===== config.mk =====
export PLATFORM = sky130hd
export DESIGN_NAME = segip_div_stage
export DESIGN_NICKNAME = d
export VERILOG_FILES = /design/src/hw/rtl/segip_div_stage.sv
export SDC_FILE = /design/constraint.sdc
export NUM_CORES = 1
export LEC_CHECK = 0
export ABC_CLOCK_PERIOD_IN_PS = 800
export BUFFER_PORTS_ARGS = -buffer_cell sky130_fd_sc_hd__buf_2
export CORE_ASPECT_RATIO = 2
export CORE_MARGIN = 3
export CORE_UTILIZATION = 45
export DETAILED_ROUTE_END_ITERATION = 10
export PLACE_DENSITY_LB_ADDON = 0.25
export REMOVE_ABC_BUFFERS = 1
export SYNTH_ARGS = -nofsm -noshare
export SYNTH_HDL_FRONTEND = slang
export SYNTH_SLANG_ARGS = --single-unit

===== constraint.sdc =====
create_clock -name clk_i -period 0.8 [get_ports clk_i]
set_input_delay 0.16 -clock clk_i [delete_from_list [all_inputs] [get_ports clk_i]]
set_output_delay 0.16 -clock clk_i [all_outputs]
set_load 0.01 [all_outputs]

===== src/hw/rtl/segip_div_stage.sv =====
// One registered step of the pipelined restoring divider that forms t.
module segip_div_stage #(
  parameter int unsigned RemBits = 70,
  parameter int unsigned QBits   = 33,
  parameter bit          Shift   = 1'b1
) (
  input  logic               clk_i,
  input  logic               rst_ni,
  input  logic               en_i,
  input  logic               valid_i,
  input  logic [RemBits-1:0] rem_i,
  input  logic [RemBits-1:0] den_i,
  input  logic [QBits-1:0]   quo_i,
  output logic               valid_o,
  output logic [RemBits-1:0] rem_o,
  output logic [RemBits-1:0] den_o,
  output logic [QBits-1:0]   quo_o
);

  logic [RemBits-1:0] rem_sh;
  logic               take;
  logic               valid_q;
  logic [RemBits-1:0] rem_q, den_q;
  logic [QBits-1:0]   quo_q;

  // Shift in the next dividend bit and try one subtraction.
  assign rem_sh = Shift ? {rem_i[RemBits-2:0], 1'b0} : rem_i;
  assign take   = (rem_sh >= den_i);

  // Hold the step result while the pipeline stalls.
  always_ff @(posedge clk_i or negedge rst_ni) begin
    if (!rst_ni) begin
      valid_q <= 1'b0;
    end else if (en_i) begin
      valid_q <= valid_i;
    end
  end

  always_ff @(posedge clk_i) begin
    if (en_i) begin
      rem_q <= take ? (rem_sh - den_i) : rem_sh;
      den_q <= den_i;
      quo_q <= {quo_i[QBits-2:0], take};
    end
  end

  assign valid_o = valid_q;
  assign rem_o   = rem_q;
  assign den_o   = den_q;
  assign quo_o   = quo_q;

endmodule

## Word-level counts from Yosys, hierarchy flattened

Cells that the tools add are included.

| operators by class | value |
|---|---|
| add/subtract/negate cells | 1 |
| order comparisons | 1 |
| mux-type cells | 1 |

Operators with widths:

| operator | count |
|---|---|
| $ge 70x70->1 | 1 |
| $mux 70 | 1 |
| $sub 70x70->70 | 1 |

| word-level totals | value |
|---|---|
| flip-flop bits (word level) | 174 |
| input port bits | 177 |
| output and inout bits | 174 |

## Depth between registers and ports, before layout

Gate-level depths: netlist (run 1).

| logic depth | value |
|---|---|
| depth after elaboration | 2 |
| gate-level depth with buffers | 16 |

## Worst setup path after synthesis (run 1)

No wires, ideal clock.

| timing path | value |
|---|---|
| path type | input to register |
| start | input den_i[10] |
| end | register rem_q[64] (netlist: rem_o[64]) (data pin) |
| setup time | 263 ps |
| data arrival time | 2590 ps |
| data required time | 537 ps |
| path slack | -2053 ps |
| stages on the path | 13 |
| buffers on the path | 1 |
| path through | inv_1 -> ha_1 -> nand2_1 -> or4b_1 -> a31o_1 -> a31oi_1 -> o21ai_1 -> a211oi_2 -> o2111a_2 -> nor2_2 -> buf_6 -> nor4_1 -> nor3_1 |

| on the way | value |
|---|---|
| word-level cells in the longest chain between the ends | 2 |
| elaborated cells on any way between the ends | 3 |
| those cells by class | add/sub (1); order compare (1); mux (1) |

RTL lines:

| what | line | text |
|---|---|---|
| from (decl) | 12 | `input logic [RemBits-1:0] den_i,` |
| $sub 70x70->70 or $ge 70x70->1 (tied branches) | 41, 28 |  |
| $mux 70 (*) | 41 | `rem_q <= take ? (rem_sh - den_i) : rem_sh;` |
| to (signal assigned) | 41 |  |
| to (decl) | 23 | `logic [RemBits-1:0] rem_q, den_q;` |

Every way passes the cells marked *; elsewhere a longest branch is shown, timed or not.
A chain may end at the register's enable or synchronous reset.

## Final worst setup path (run 1)

| timing path | value |
|---|---|
| start | input den_i[4] |
| end | register rem_q[41] (netlist: rem_o[41]) (data pin) |

Same word-level chain as after synthesis.

==> Flow_metrics.wiki, run 1 <==
{| class="wikitable"
! Metric !! Value
|-
| Layout overhead on the synthesized area || 80.2%
|-
| Core footprint || 23,300 sq um
|-
| Starting density of the core || 45.8%
|-
| VDD IR-drop max || 1320 uV
|-
| Global route overflow || 0
|-
| Slew at the pin closest to its max-slew limit || 0.770 ns
|-
| Number of synthesis warnings || 0
|-
| Critical path required time || 0.98 ns
|-
| Yosys cell types || 65
|-
| Fraction of the core area covered by cells at the end of the flow || 82.6%
|-
| Worst-skew pair later-pin latency || 0.45 ns
|-
| DR top layer || met5
|-
| Count of flip-flops with a built-in enable after synthesis || 173
|-
| Routed wire per std cell || 25.7 um
|-
| DRC violations left || 0
|-
| Number of sinks on the clock net || 174
|-
| Total vias in the final route || 13.4k
|-
| Commonest non-fill, non-tap cells in the layout || buf_4, buf_2, edfxtp_1
|-
| Slowest stage delay, CP || 0.42 ns
|-
| Share of the clock period used by the worst path after layout || 363%
|-
| Final estimated routing congestion in global placement || 0.959
|-
| Total length of routed met2 wires || 28,300 um
|-
| Number of H-tree levels || 4
|-
| Portion of the post-synthesis area used by sequential elements || 48.8%
|-
| Bufs on Longest Clock Path || 2
|-
| DRT Pass-1 Iters || 8
|-
| Area of the mapped netlist || 10,700 sq um
|-
| Wl on met1 || 16,300 um
|-
| Final Hold Viols || 0
|-
| Number of storage elements in the synthesis netlist || 174
|-
| Max-cap violation count || 0
|-
| Global-route wire length before repair || 73,600 um
|-
| ANT nets after route || 0
|-
| Iteration-0 DRC count of the detailed router || 1,318
|-
| Post-detail-place hpwl || 29,900 um
|-
| Row cnt || 79
|-
| IO Pins || 351
|-
| Prevailing post-synth register cell || edfxtp_1
|-
| Failing checks || negative setup slack
|-
| Cts bufs inserted || 17
|-
| Unrepaired setup endpoints after global routing || true
|-
| Power density of the placed cells || 1750 nW/um^2
|-
| Die area || 25,800 sq um
|-
| Clock transition at path regs || 0.08 ns
|-
| Clock tree from TritonCTS || done
|-
| Antenna violations before repair || 12
|-
| Slowest stage cell, crit path || nor3_1
|-
| Height of the die || 224 um
|-
| Total length of routed met3 wires || 5360 um
|-
| Overall die width || 115 um
|-
| Filler instances || 1,241
|-
| # setup viols final || 245
|-
| Critical path type || in -> reg
|-
| CP Data Arrival Time || 3.08 ns
|-
| Async set or reset register ratio after synthesis || 0.575%
|-
| Minimum setup slack in the final design || -2.10 ns
|-
| Power consumption || 33.8 mW
|-
| Type of element launching the critical path || input pin
|-
| Final std cell area, no fill || 19,300 sq um
|-
| Number of buffers inserted by port buffering || 348
|-
| Result of the run || finished, violations left
|-
| Static leakage || 8.69 nW
|-
| Relative slew slack || 48.5%
|-
| Overall Global Routing Usage || 37.8%
|-
| Kind of cell adding the most delay to the critical path || compound AO/OA/AOI/OAI gates
|-
| Most common cell after layout, fill and taps aside || buf_4
|-
| Root Buffer || clkbuf_16
|-
| Synthesized netlist cell count || 1,080
|-
| Syn_area_per_cell || 9.90 sq um
|-
| Critical path buffer and inverter count || 4
|-
| Clock skew || 0 ns
|-
| Post-layout instance count excluding filler cells || 2,199
|-
| Pins Over Slew Limit || 0
|-
| Ordered cell list for the critical path || buf_2, inv_1, ha_4, a21oi_1, nand2_1, o211ai_1, buf_4, nand3_1, a31oi_1, buf_4, o21bai_1, a21oi_1, nor2_1, nor3_1, o41ai_4
|-
| Total routed wirelength || 56,600 um
|-
| Placed cell area || 15,200 sq um
|-
| Fraction of layout instances using a drive strength above 1 || 52.7%
|-
| Cell total after placement || 1,994
|-
| Pin count of the biggest net entering global routing || 21
|-
| Setup_tns || -201.07 ns
|-
| Final net count || 2,146
|-
| Final Critical Period || 2.90 ns
|-
| Maximum net fanout on the critical path || 5
|-
| Via count of the first global-routing pass || 13.8k
|-
| Routed vias/inst || 6.07
|-
| Crit. End Element || register
|-
| Maximum operating frequency || 0.345 GHz
|-
| Worst hold path class || in -> reg
|}
## routing by layer
layer	up-vias	GRT usage [%]
met5	-	0
met4	12	32.8
met3	497	9.81
met2	1105	67.6
met1	6175	33.8
li1	5569	-
## cells in the mapped netlist, drive strengths merged (3+ instances only)
cell | instances | area share, %
edfxtp | 173 | 49
a21oi | 130 | 6.4
nor2 | 108 | 3.8
inv | 102 | 3.6
nand2 | 84 | 2.9
ha | 70 | 8.2
o21ai | 68 | 3.2
clkbuf | 35 | 1.2
xnor2 | 32 | 2.6
nand4 | 28 | 1.6
xor2 | 28 | 2.3
a21o | 24 | 1.7
nand3 | 16 | 0.80
buf | 15 | 1.1
nor3 | 15 | 0.70
o21bai | 14 | 0.98
a31oi | 13 | 0.76
nor2b | 10 | 0.59
and3 | 9 | 0.53
nor4 | 9 | 0.53
o31ai | 9 | 0.81
a211oi | 8 | 0.70
o211ai | 8 | 0.56
nand2b | 7 | 0.41
o21a | 7 | 0.49
and2 | 6 | 0.35
a221o | 5 | 0.48
or2 | 5 | 0.29
a21boi | 4 | 0.28
or3 | 4 | 0.23
mux2 | 3 | 0.32
nor3b | 3 | 0.21
## per-stage QoR
step | hold WS, ns | setup WS (ns)
finish | 0.0165 | -2.10
global route | 0.0163 | -2.14
CTS | 0.00120 | -1.81
detailed placement | -0.0622 | -2.57
global placement | -0.0654 | -2.54
floorplan | -0.136 | -3.63
## state kept, by name, summed over array words and instances (netlist names)
register,cells
rem_o,70
den_o,70
valid_o,1
quo_o,33
## power by group
part	leakage [nW]	internal [mW]	switching, mW
logic	6.71	6.26	7.17
clock network	0.274	4.67	4.04
registers	1.71	11.2	0.396
## cell families after synthesis
kind of cell	Yosys count	share of synthesized area (%)
AO/OA/AOI/OAI	312	18.3
XOR/XNOR	60	4.92
adder cells (fa/ha/maj)	71	8.38
buffers and inverters	153	5.98
flip-flops	174	48.8
multiplexers	3	0.316
AND/OR/NAND/NOR	307	13.3
## worst paths after layout
path / start / to / slack, ns / cells after the start
worst max-delay path: den_i[4] / rem_o[41]$_DFFE_PP_ / -2.10 / 15
worst min-delay path: den_i[45] / den_o[45]$_DFFE_PP_ / 0.02 / 2
worst max register to register: valid_o$_DFFE_PN0P_ / valid_o$_DFFE_PN0P_ / 0.06 / 1
worst min register to register: valid_o$_DFFE_PN0P_ / valid_o$_DFFE_PN0P_ / 0.52 / 1
max in group asynchronous: rst_ni / valid_o$_DFFE_PN0P_ / 0.13 / 3
min in group asynchronous: rst_ni / valid_o$_DFFE_PN0P_ / 0.57 / 3
## cell type report
class,count,area [sq um],area share (%)
multi-input combinational,753,6170,32.0
clock buffer,19,433,2.25
clock inverter,13,156,0.812
antenna,5,12.5,0.0649
tap,283,354,1.84
timing repair inverter,2,25.0,0.130
sequential,174,5220,27.1
timing repair buffer,847,6460,33.5
inverter,103,430,2.23
## timing repair
item,4_1_cts,5_1_grt
buffers inserted,37,13
hold buffers,109,0
resized for setup,260,158
endpoints found under the hold margin,108,0
pin swaps,49,53
gates cloned,15,4
endpoints found under the setup margin,245,245
(Power assumes the default switching activity.)
==> inputs of run 2 (changes only) <==
--- a/config.mk
+++ b/config.mk
@@ -5,11 +5,12 @@
 export SDC_FILE = /design/constraint.sdc
 export NUM_CORES = 1
 export LEC_CHECK = 0
-export ABC_CLOCK_PERIOD_IN_PS = 800
+export ABC_CLOCK_PERIOD_IN_PS = 3030
 export BUFFER_PORTS_ARGS = -buffer_cell sky130_fd_sc_hd__buf_2
 export CORE_ASPECT_RATIO = 2
 export CORE_MARGIN = 3
 export CORE_UTILIZATION = 45
+export CTS_CLUSTER_SIZE = 14
 export DETAILED_ROUTE_END_ITERATION = 10
 export PLACE_DENSITY_LB_ADDON = 0.25
 export REMOVE_ABC_BUFFERS = 1
==> constraint.sdc (replaced) <==
create_clock -name clk_i -period 3.03 [get_ports clk_i]
set_input_delay 0.606 -clock clk_i [delete_from_list [all_inputs] [get_ports clk_i]]
set_output_delay 0.606 -clock clk_i [all_outputs]
set_load 0.01 [all_outputs]
==> run 2 against run 1 <==
Worst setup slack improved by 2.0 ns; the flow still finishes with violations (negative setup slack); combinational power fell by 79%; utilization fell by 10 points; cell count fell by 8.8%; sequential cell count did not move; design area fell by 12%; register-to-register slack improved by 2.2 ns; hold slack improved by 0.30 ns.
==> Flow_metrics.wiki, run 2 (synthesis results as in run 1) <==
{| class="wikitable"
! Metric !! Value
|-
| Result of the run || finished, violations left
|-
| Failing checks || negative setup slack
|-
| Relative slew slack || 66.0%
|-
| Cell depth of the worst min-delay path || 1
|-
| Slowest stage delay, CP || 0.48 ns
|-
| Kind of cell adding the most delay to the critical path || compound AO/OA/AOI/OAI gates
|-
| Worst hold endpoint || quo_o[5]$_DFFE_PP_
|-
| Critical path buffer and inverter count || 2
|-
| Setup_tns || -1.30 ns
|-
| Clock skew || 0 ns
|-
| Core footprint || 23,300 sq um
|-
| Critical path type || in -> reg
|-
| Power consumption || 8.12 mW
|-
| DRT Pass-1 Iters || 5
|-
| Number of buffers inserted by port buffering || 348
|-
| Crit. End Element || register
|-
| Total vias in the final route || 11.1k
|-
| VDD IR-drop max || 480 uV
|-
| Pin count of the biggest net entering global routing || 58
|-
| Unrepaired setup endpoints after global routing || true
|-
| Maximum net fanout on the critical path || 3
|-
| Routed vias/inst || 5.51
|-
| Starting density of the core || 45.8%
|-
| CP Data Arrival Time || 3.32 ns
|-
| Slowest stage cell, crit path || or4b_4
|-
| Endpoint of the worst register-to-register path || valid_o$_DFFE_PN0P_
|-
| Number of sinks on the clock net || 174
|-
| Worst reg2reg path depth || 1
|-
| Overall die width || 115 um
|-
| Final Hold Viols || 0
|-
| Via count of the first global-routing pass || 11.5k
|-
| Setup slack of the most critical reg-to-reg path || 2.28 ns
|-
| Worst-skew pair later-pin latency || 0.46 ns
|-
| Final net count || 1,955
|-
| Total routed wirelength || 40,400 um
|-
| Cts bufs inserted || 17
|-
| Maximum operating frequency || 0.321 GHz
|-
| DRC violations left || 0
|-
| Routed wire per std cell || 20.1 um
|-
| IO Pins || 351
|-
| Final Critical Period || 3.12 ns
|-
| Slew at the pin closest to its max-slew limit || 0.504 ns
|-
| Antenna violations before repair || 4
|-
| Critical path required time || 3.24 ns
|-
| Post-detail-place hpwl || 29,100 um
|-
| Startpoint of the worst hold path || quo_i[4]
|-
| Final estimated routing congestion in global placement || 0.934
|-
| Ordered cell list for the critical path || buf_2, ha_4, nand3_4, or4b_4, a31o_4, a31oi_4, o21ai_2, buf_4, a21oi_1, o21bai_1, a31oi_1, xnor2_1, a21oi_2
|-
| Most common cell after layout, fill and taps aside || buf_2
|-
| Minimum setup slack in the final design || -0.0852 ns
|-
| Pins Over Slew Limit || 0
|-
| Post-layout instance count excluding filler cells || 2,006
|-
| Layout overhead on the synthesized area || 57.9%
|-
| Clock tree from TritonCTS || done
|-
| Clock transition at path regs || 0.07 ns
|-
| Row cnt || 79
|-
| Share of the clock period used by the worst path after layout || 103%
|-
| Type of element launching the critical path || input pin
|-
| Power density of the placed cells || 481 nW/um^2
|-
| Global-route wire length before repair || 57,000 um
|-
| Commonest non-fill, non-tap cells in the layout || buf_2, buf_4, edfxtp_1
|-
| Filler instances || 1,706
|-
| Max-cap violation count || 0
|-
| Static leakage || 7.63 nW
|-
| Cell total after placement || 1,931
|-
| Die area || 25,800 sq um
|-
| # setup viols final || 41
|-
| ANT nets after route || 0
|-
| Worst hold path class || in -> reg
|-
| Bufs on Longest Clock Path || 2
|-
| Height of the die || 224 um
|-
| Overall Global Routing Usage || 28.9%
|-
| R2R Path Start || valid_o$_DFFE_PN0P_
|-
| Global route overflow || 0
|-
| Root Buffer || clkbuf_16
|-
| Fraction of layout instances using a drive strength above 1 || 51.3%
|-
| Iteration-0 DRC count of the detailed router || 579
|-
| Number of H-tree levels || 4
|}
## run 2: stage by stage
stage,setup WS [ns],hold slack [ns],cell area [sq um],utilization (%)
finish,-0.0852,0.314,16900,72.3
global route,-0.172,0.294,16900,72.3
CTS,-0.0605,0.282,15900,68.0
detailed placement,-0.893,0.384,14600,62.8
global placement,-0.820,0.381,14600,62.8
floorplan,-1.85,0.310,10400,-
## run 2: worst max-delay path by stage
| stage | start | end | slack, ns | cells after the start |
|---|---|---|---|---|
| after floorplan | den_i[7] | rem_o[64]$_DFFE_PP_ | -1.85 | 13 |
| after global placement | den_i[7] | rem_o[64]$_DFFE_PP_ | -0.82 | 15 |
| after detailed placement | den_i[8] | rem_o[64]$_DFFE_PP_ | -0.89 | 15 |
| after CTS | rem_i[32] | rem_o[64]$_DFFE_PP_ | -0.06 | 13 |
| after global routing | den_i[36] | rem_o[69]$_DFFE_PP_ | -0.17 | 15 |
| final | rem_i[5] | rem_o[58]$_DFFE_PP_ | -0.09 | 13 |
## run 2: area by class of cell
type	instances	area, sq um	area share, %
inverters	103	402	2.38
diodes	3	7.51	0.0445
well taps	283	354	2.10
clock inverters	15	165	0.979
clock buffers	17	425	2.52
multi-input cells	753	5840	34.6
flip-flops and latches	174	5220	30.9
repair buffers	658	4460	26.4
## run 2: where the power goes
group	total [mW]	leakage (nW)	switching, mW	internal (mW)
Clock	2.22	0.290	1.11	1.11
Sequential	3.03	1.71	0.0717	2.96
Combinational	2.87	5.63	1.53	1.33
Total	8.12	7.63	2.72	5.40
## run 2: timing repair
item / 4_1_cts / 5_1_grt
cloned: 2 / 8
pin swaps: 32 / 50
gates resized for setup: 65 / 206
endpoints found under the setup margin: 70 / 67
endpoints found under the hold margin: 1 / 0
buffers inserted: 27 / 9
hold buffers: 1 / 0
## run 2: metal layers
metal / share of wire, % / GRT usage (%) / vias up / wire length [um]
li1: - / - / 5168 / -
met1: 31 / 25.8 / 5213 / 12500
met2: 57 / 56.9 / 492 / 23000
met3: 5.1 / 5.57 / 175 / 2070
met4: 7.0 / 17.4 / 2 / 2820
met5: 0.050 / 0 / - / 20
==> inputs of run 3 (changes only) <==
--- a/config.mk
+++ b/config.mk
@@ -5,8 +5,9 @@
 export SDC_FILE = /design/constraint.sdc
 export NUM_CORES = 1
 export LEC_CHECK = 0
+export ABC_AREA = 1
 export ABC_CLOCK_PERIOD_IN_PS = 3030
-export BUFFER_PORTS_ARGS = -buffer_cell sky130_fd_sc_hd__buf_2
+export BUFFER_PORTS_ARGS = -buffer_cell sky130_fd_sc_hd__clkbuf_2
 export CORE_ASPECT_RATIO = 2
 export CORE_MARGIN = 3
 export CORE_UTILIZATION = 45
==> run 3 against run 2 <==
The run now ends clean; critical path depth is 2 higher; critical path type unchanged; global-route usage increased by 3.4 points; sequential power hardly changed; hold slack lost 0.0019 ns; critical endpoint is now rem_o[17]$_DFFE_PP_.
==> Flow_metrics.wiki, run 3 <==
{| class="wikitable"
! Metric !! Value
|-
| Yosys cell types || 31
|-
| Max-cap violation count || 0
|-
| Post-Place Setup Slack || -0.130 ns
|-
| Static leakage || 9.31 nW
|-
| Async set or reset register ratio after synthesis || 0.575%
|-
| DRC violations left || 0
|-
| Clock skew || 0 ns
|-
| Slowest stage cell, crit path || buf_4
|-
| Number of buffers inserted by port buffering || 348
|-
| Most frequent cell after synthesis || nand2_1
|-
| Slew at the pin closest to its max-slew limit || 0.797 ns
|-
| Bufs on Longest Clock Path || 2
|-
| Unrepaired setup endpoints after global routing || false
|-
| Overall die width || 124 um
|-
| Core footprint || 27,500 sq um
|-
| Antenna violations before repair || 0
|-
| Count of flip-flops with a built-in enable after synthesis || 173
|-
| Final estimated routing congestion in global placement || 0.960
|-
| Kind of cell adding the most delay to the critical path || simple AND/OR/NAND/NOR gates
|-
| Critical path type || in -> reg
|-
| Power density of the placed cells || 464 nW/um^2
|-
| Final Hold Viols || 0
|-
| Most numerous cell types in the synthesized netlist || nand2_1, inv_1, edfxtp_1
|-
| Row cnt || 86
|-
| Clock transition at path regs || 0.08 ns
|-
| R2R Path Start || valid_o$_DFFE_PN0P_
|-
| Area share of the largest cell type after synthesis || 41.3%
|-
| Post-detail-place hpwl || 41,500 um
|-
| VDD IR-drop max || 352 uV
|-
| Fraction of the core area covered by cells at the end of the flow || 60.7%
|-
| Number of H-tree levels || 4
|-
| Pins Over Slew Limit || 0
|-
| Share of the clock period used by the worst path after layout || 89.3%
|-
| Pin count of the biggest net entering global routing || 77
|-
| IO Pins || 351
|-
| Slowest stage delay, CP || 0.40 ns
|-
| Height of the die || 242 um
|-
| ANT nets after route || 0
|-
| Cts bufs inserted || 17
|-
| Maximum net fanout on the critical path || 38
|-
| Ordered cell list for the critical path || clkbuf_2, inv_1, ha_1, nand2_1, nor2_1, buf_4, nand2_1, nor3_1, nand3_1, o21bai_1, nor2_1, nand2_4, buf_4, nand2_1, nand2_1
|-
| Final net count || 2,545
|-
| Die area || 30,100 sq um
|-
| Setup slack of the most critical reg-to-reg path || 2.29 ns
|-
| Overall Global Routing Usage || 32.4%
|-
| Maximum operating frequency || 0.370 GHz
|-
| Startpoint of the worst hold path || quo_i[15]
|-
| Worst-skew pair later-pin latency || 0.46 ns
|-
| Cell total after placement || 2,629
|-
| Global-route wire length before repair || 71,000 um
|-
| Most common cell after layout, fill and taps aside || nand2_1
|-
| Clock tree from TritonCTS || done
|-
| Worst hold endpoint || quo_o[16]$_DFFE_PP_
|-
| Fraction of layout instances using a drive strength above 1 || 26.6%
|-
| Number of synthesis warnings || 0
|-
| Number of sinks on the clock net || 174
|-
| Buffers inserted by post-CTS timing repair || 0
|-
| Result of the run || completed
|-
| Worst reg2reg path depth || 1
|-
| Prevailing post-synth register cell || edfxtp_1
|-
| Cell with the most instances on the worst path || nand2_1
|-
| Starting density of the core || 45.6%
|-
| CP Data Arrival Time || 3.03 ns
|-
| Commonest non-fill, non-tap cells in the layout || nand2_1, inv_1, clkbuf_2
|-
| Total routed wirelength || 48,300 um
|-
| Iteration-0 DRC count of the detailed router || 683
|-
| Root Buffer || clkbuf_16
|-
| Type of element launching the critical path || input pin
|-
| Cell type contributing the most total cell area after synthesis || edfxtp_1
|-
| Area of the mapped netlist || 12,600 sq um
|-
| Synthesized netlist cell count || 1,760
|-
| Critical path required time || 3.35 ns
|-
| Endpoint of the worst register-to-register path || valid_o$_DFFE_PN0P_
|-
| Total vias in the final route || 12.9k
|-
| Minimum setup slack in the final design || 0.325 ns
|-
| Routed wire per std cell || 18.1 um
|-
| Syn_area_per_cell || 7.14 sq um
|-
| Power consumption || 7.76 mW
|-
| Cell depth of the worst min-delay path || 1
|-
| Critical path buffer and inverter count || 4
|-
| Final Critical Period || 2.70 ns
|-
| Via count of the first global-routing pass || 13.2k
|-
| Global route overflow || 0
|-
| # setup viols final || 0
|-
| Post-layout instance count excluding filler cells || 2,662
|-
| Layout overhead on the synthesized area || 32.9%
|-
| Number of storage elements in the synthesis netlist || 174
|-
| Filler instances || 2,667
|-
| Worst hold path class || in -> reg
|-
| Routed vias/inst || 4.86
|-
| Portion of the post-synthesis area used by sequential elements || 41.5%
|-
| Diodes inserted || 0
|-
| Relative slew slack || 46.9%
|-
| Crit. End Element || register
|-
| DRT Pass-1 Iters || 7
|-
| Synth area leaders || edfxtp_1, nand2_1, inv_1
|}
==> run 3: metrics by stage <==
stage	area, sq um	hold slack (ns)	setup TNS, ns
finish	16700	0.312	0
global route	16700	0.306	0
floorplan	12500	0.310	-3.13
detailed placement	16100	0.385	-4.10
global placement	16100	0.382	-2.91
CTS	16700	0.301	0
==> run 3: cells by family (layout without fill, tap and decap cells) <==
group | count (synthesis) | count (layout) | synth area share, %
AND/OR/NAND/NOR | 988 | 988 | 32.4
XOR/XNOR | 37 | 37 | 2.58
multiplexers | 1 | 1 | 0.0896
flip-flops | 174 | 174 | 41.5
AO/OA/AOI/OAI | 116 | 116 | 4.87
buffers and inverters | 373 | 923 | 11.5
adder cells (fa/ha/maj) | 71 | 71 | 7.13
==> run 3: what timing repair did <==
action                    CTS  global route
hold buffers                1             0
hold endpoints to repair    1             0
resized for setup           0             0
==> run 3: how the worst max path moves through the flow <==
stage / slack, ns / to / depth (start not counted) / startpoint
floorplan: -0.09 / rem_o[0]$_SDFFCE_PN0P_ / 14 / den_i[21]
CTS: 0.35 / rem_o[10]$_DFFE_PP_ / 15 / den_i[65]
global placement: -0.11 / rem_o[54]$_DFFE_PP_ / 15 / den_i[65]
global route: 0.15 / rem_o[54]$_DFFE_PP_ / 15 / den_i[65]
detailed placement: -0.13 / rem_o[5]$_DFFE_PP_ / 15 / den_i[65]
finish: 0.33 / rem_o[17]$_DFFE_PP_ / 15 / den_i[65]
==> run 3: routing by layer <==
layer	vias to the layer above	wire length [um]	track usage, %
li1	6565	-	-
met1	5761	14100	26.6
met2	456	27900	64.7
met3	146	1870	3.71
met4	0	4410	24.8
met5	-	0	0
==> run 3: area by class of cell <==
type	count	area, sq um	area share [%]
Multi-Input combinational cell	1213	5910	35.4
Sequential cell	174	5220	31.2
Timing Repair Buffer	533	3210	19.2
Inverter	358	1340	8.04
Tap cell	352	440	2.64
Clock buffer	18	439	2.63
Clock inverter	14	143	0.853
==> run 3: where the power goes <==
part,switching (mW),internal [mW]
Sequential,0.0656,2.96
Combinational,1.56,0.975
Clock,1.08,1.12
Total,2.71,5.05
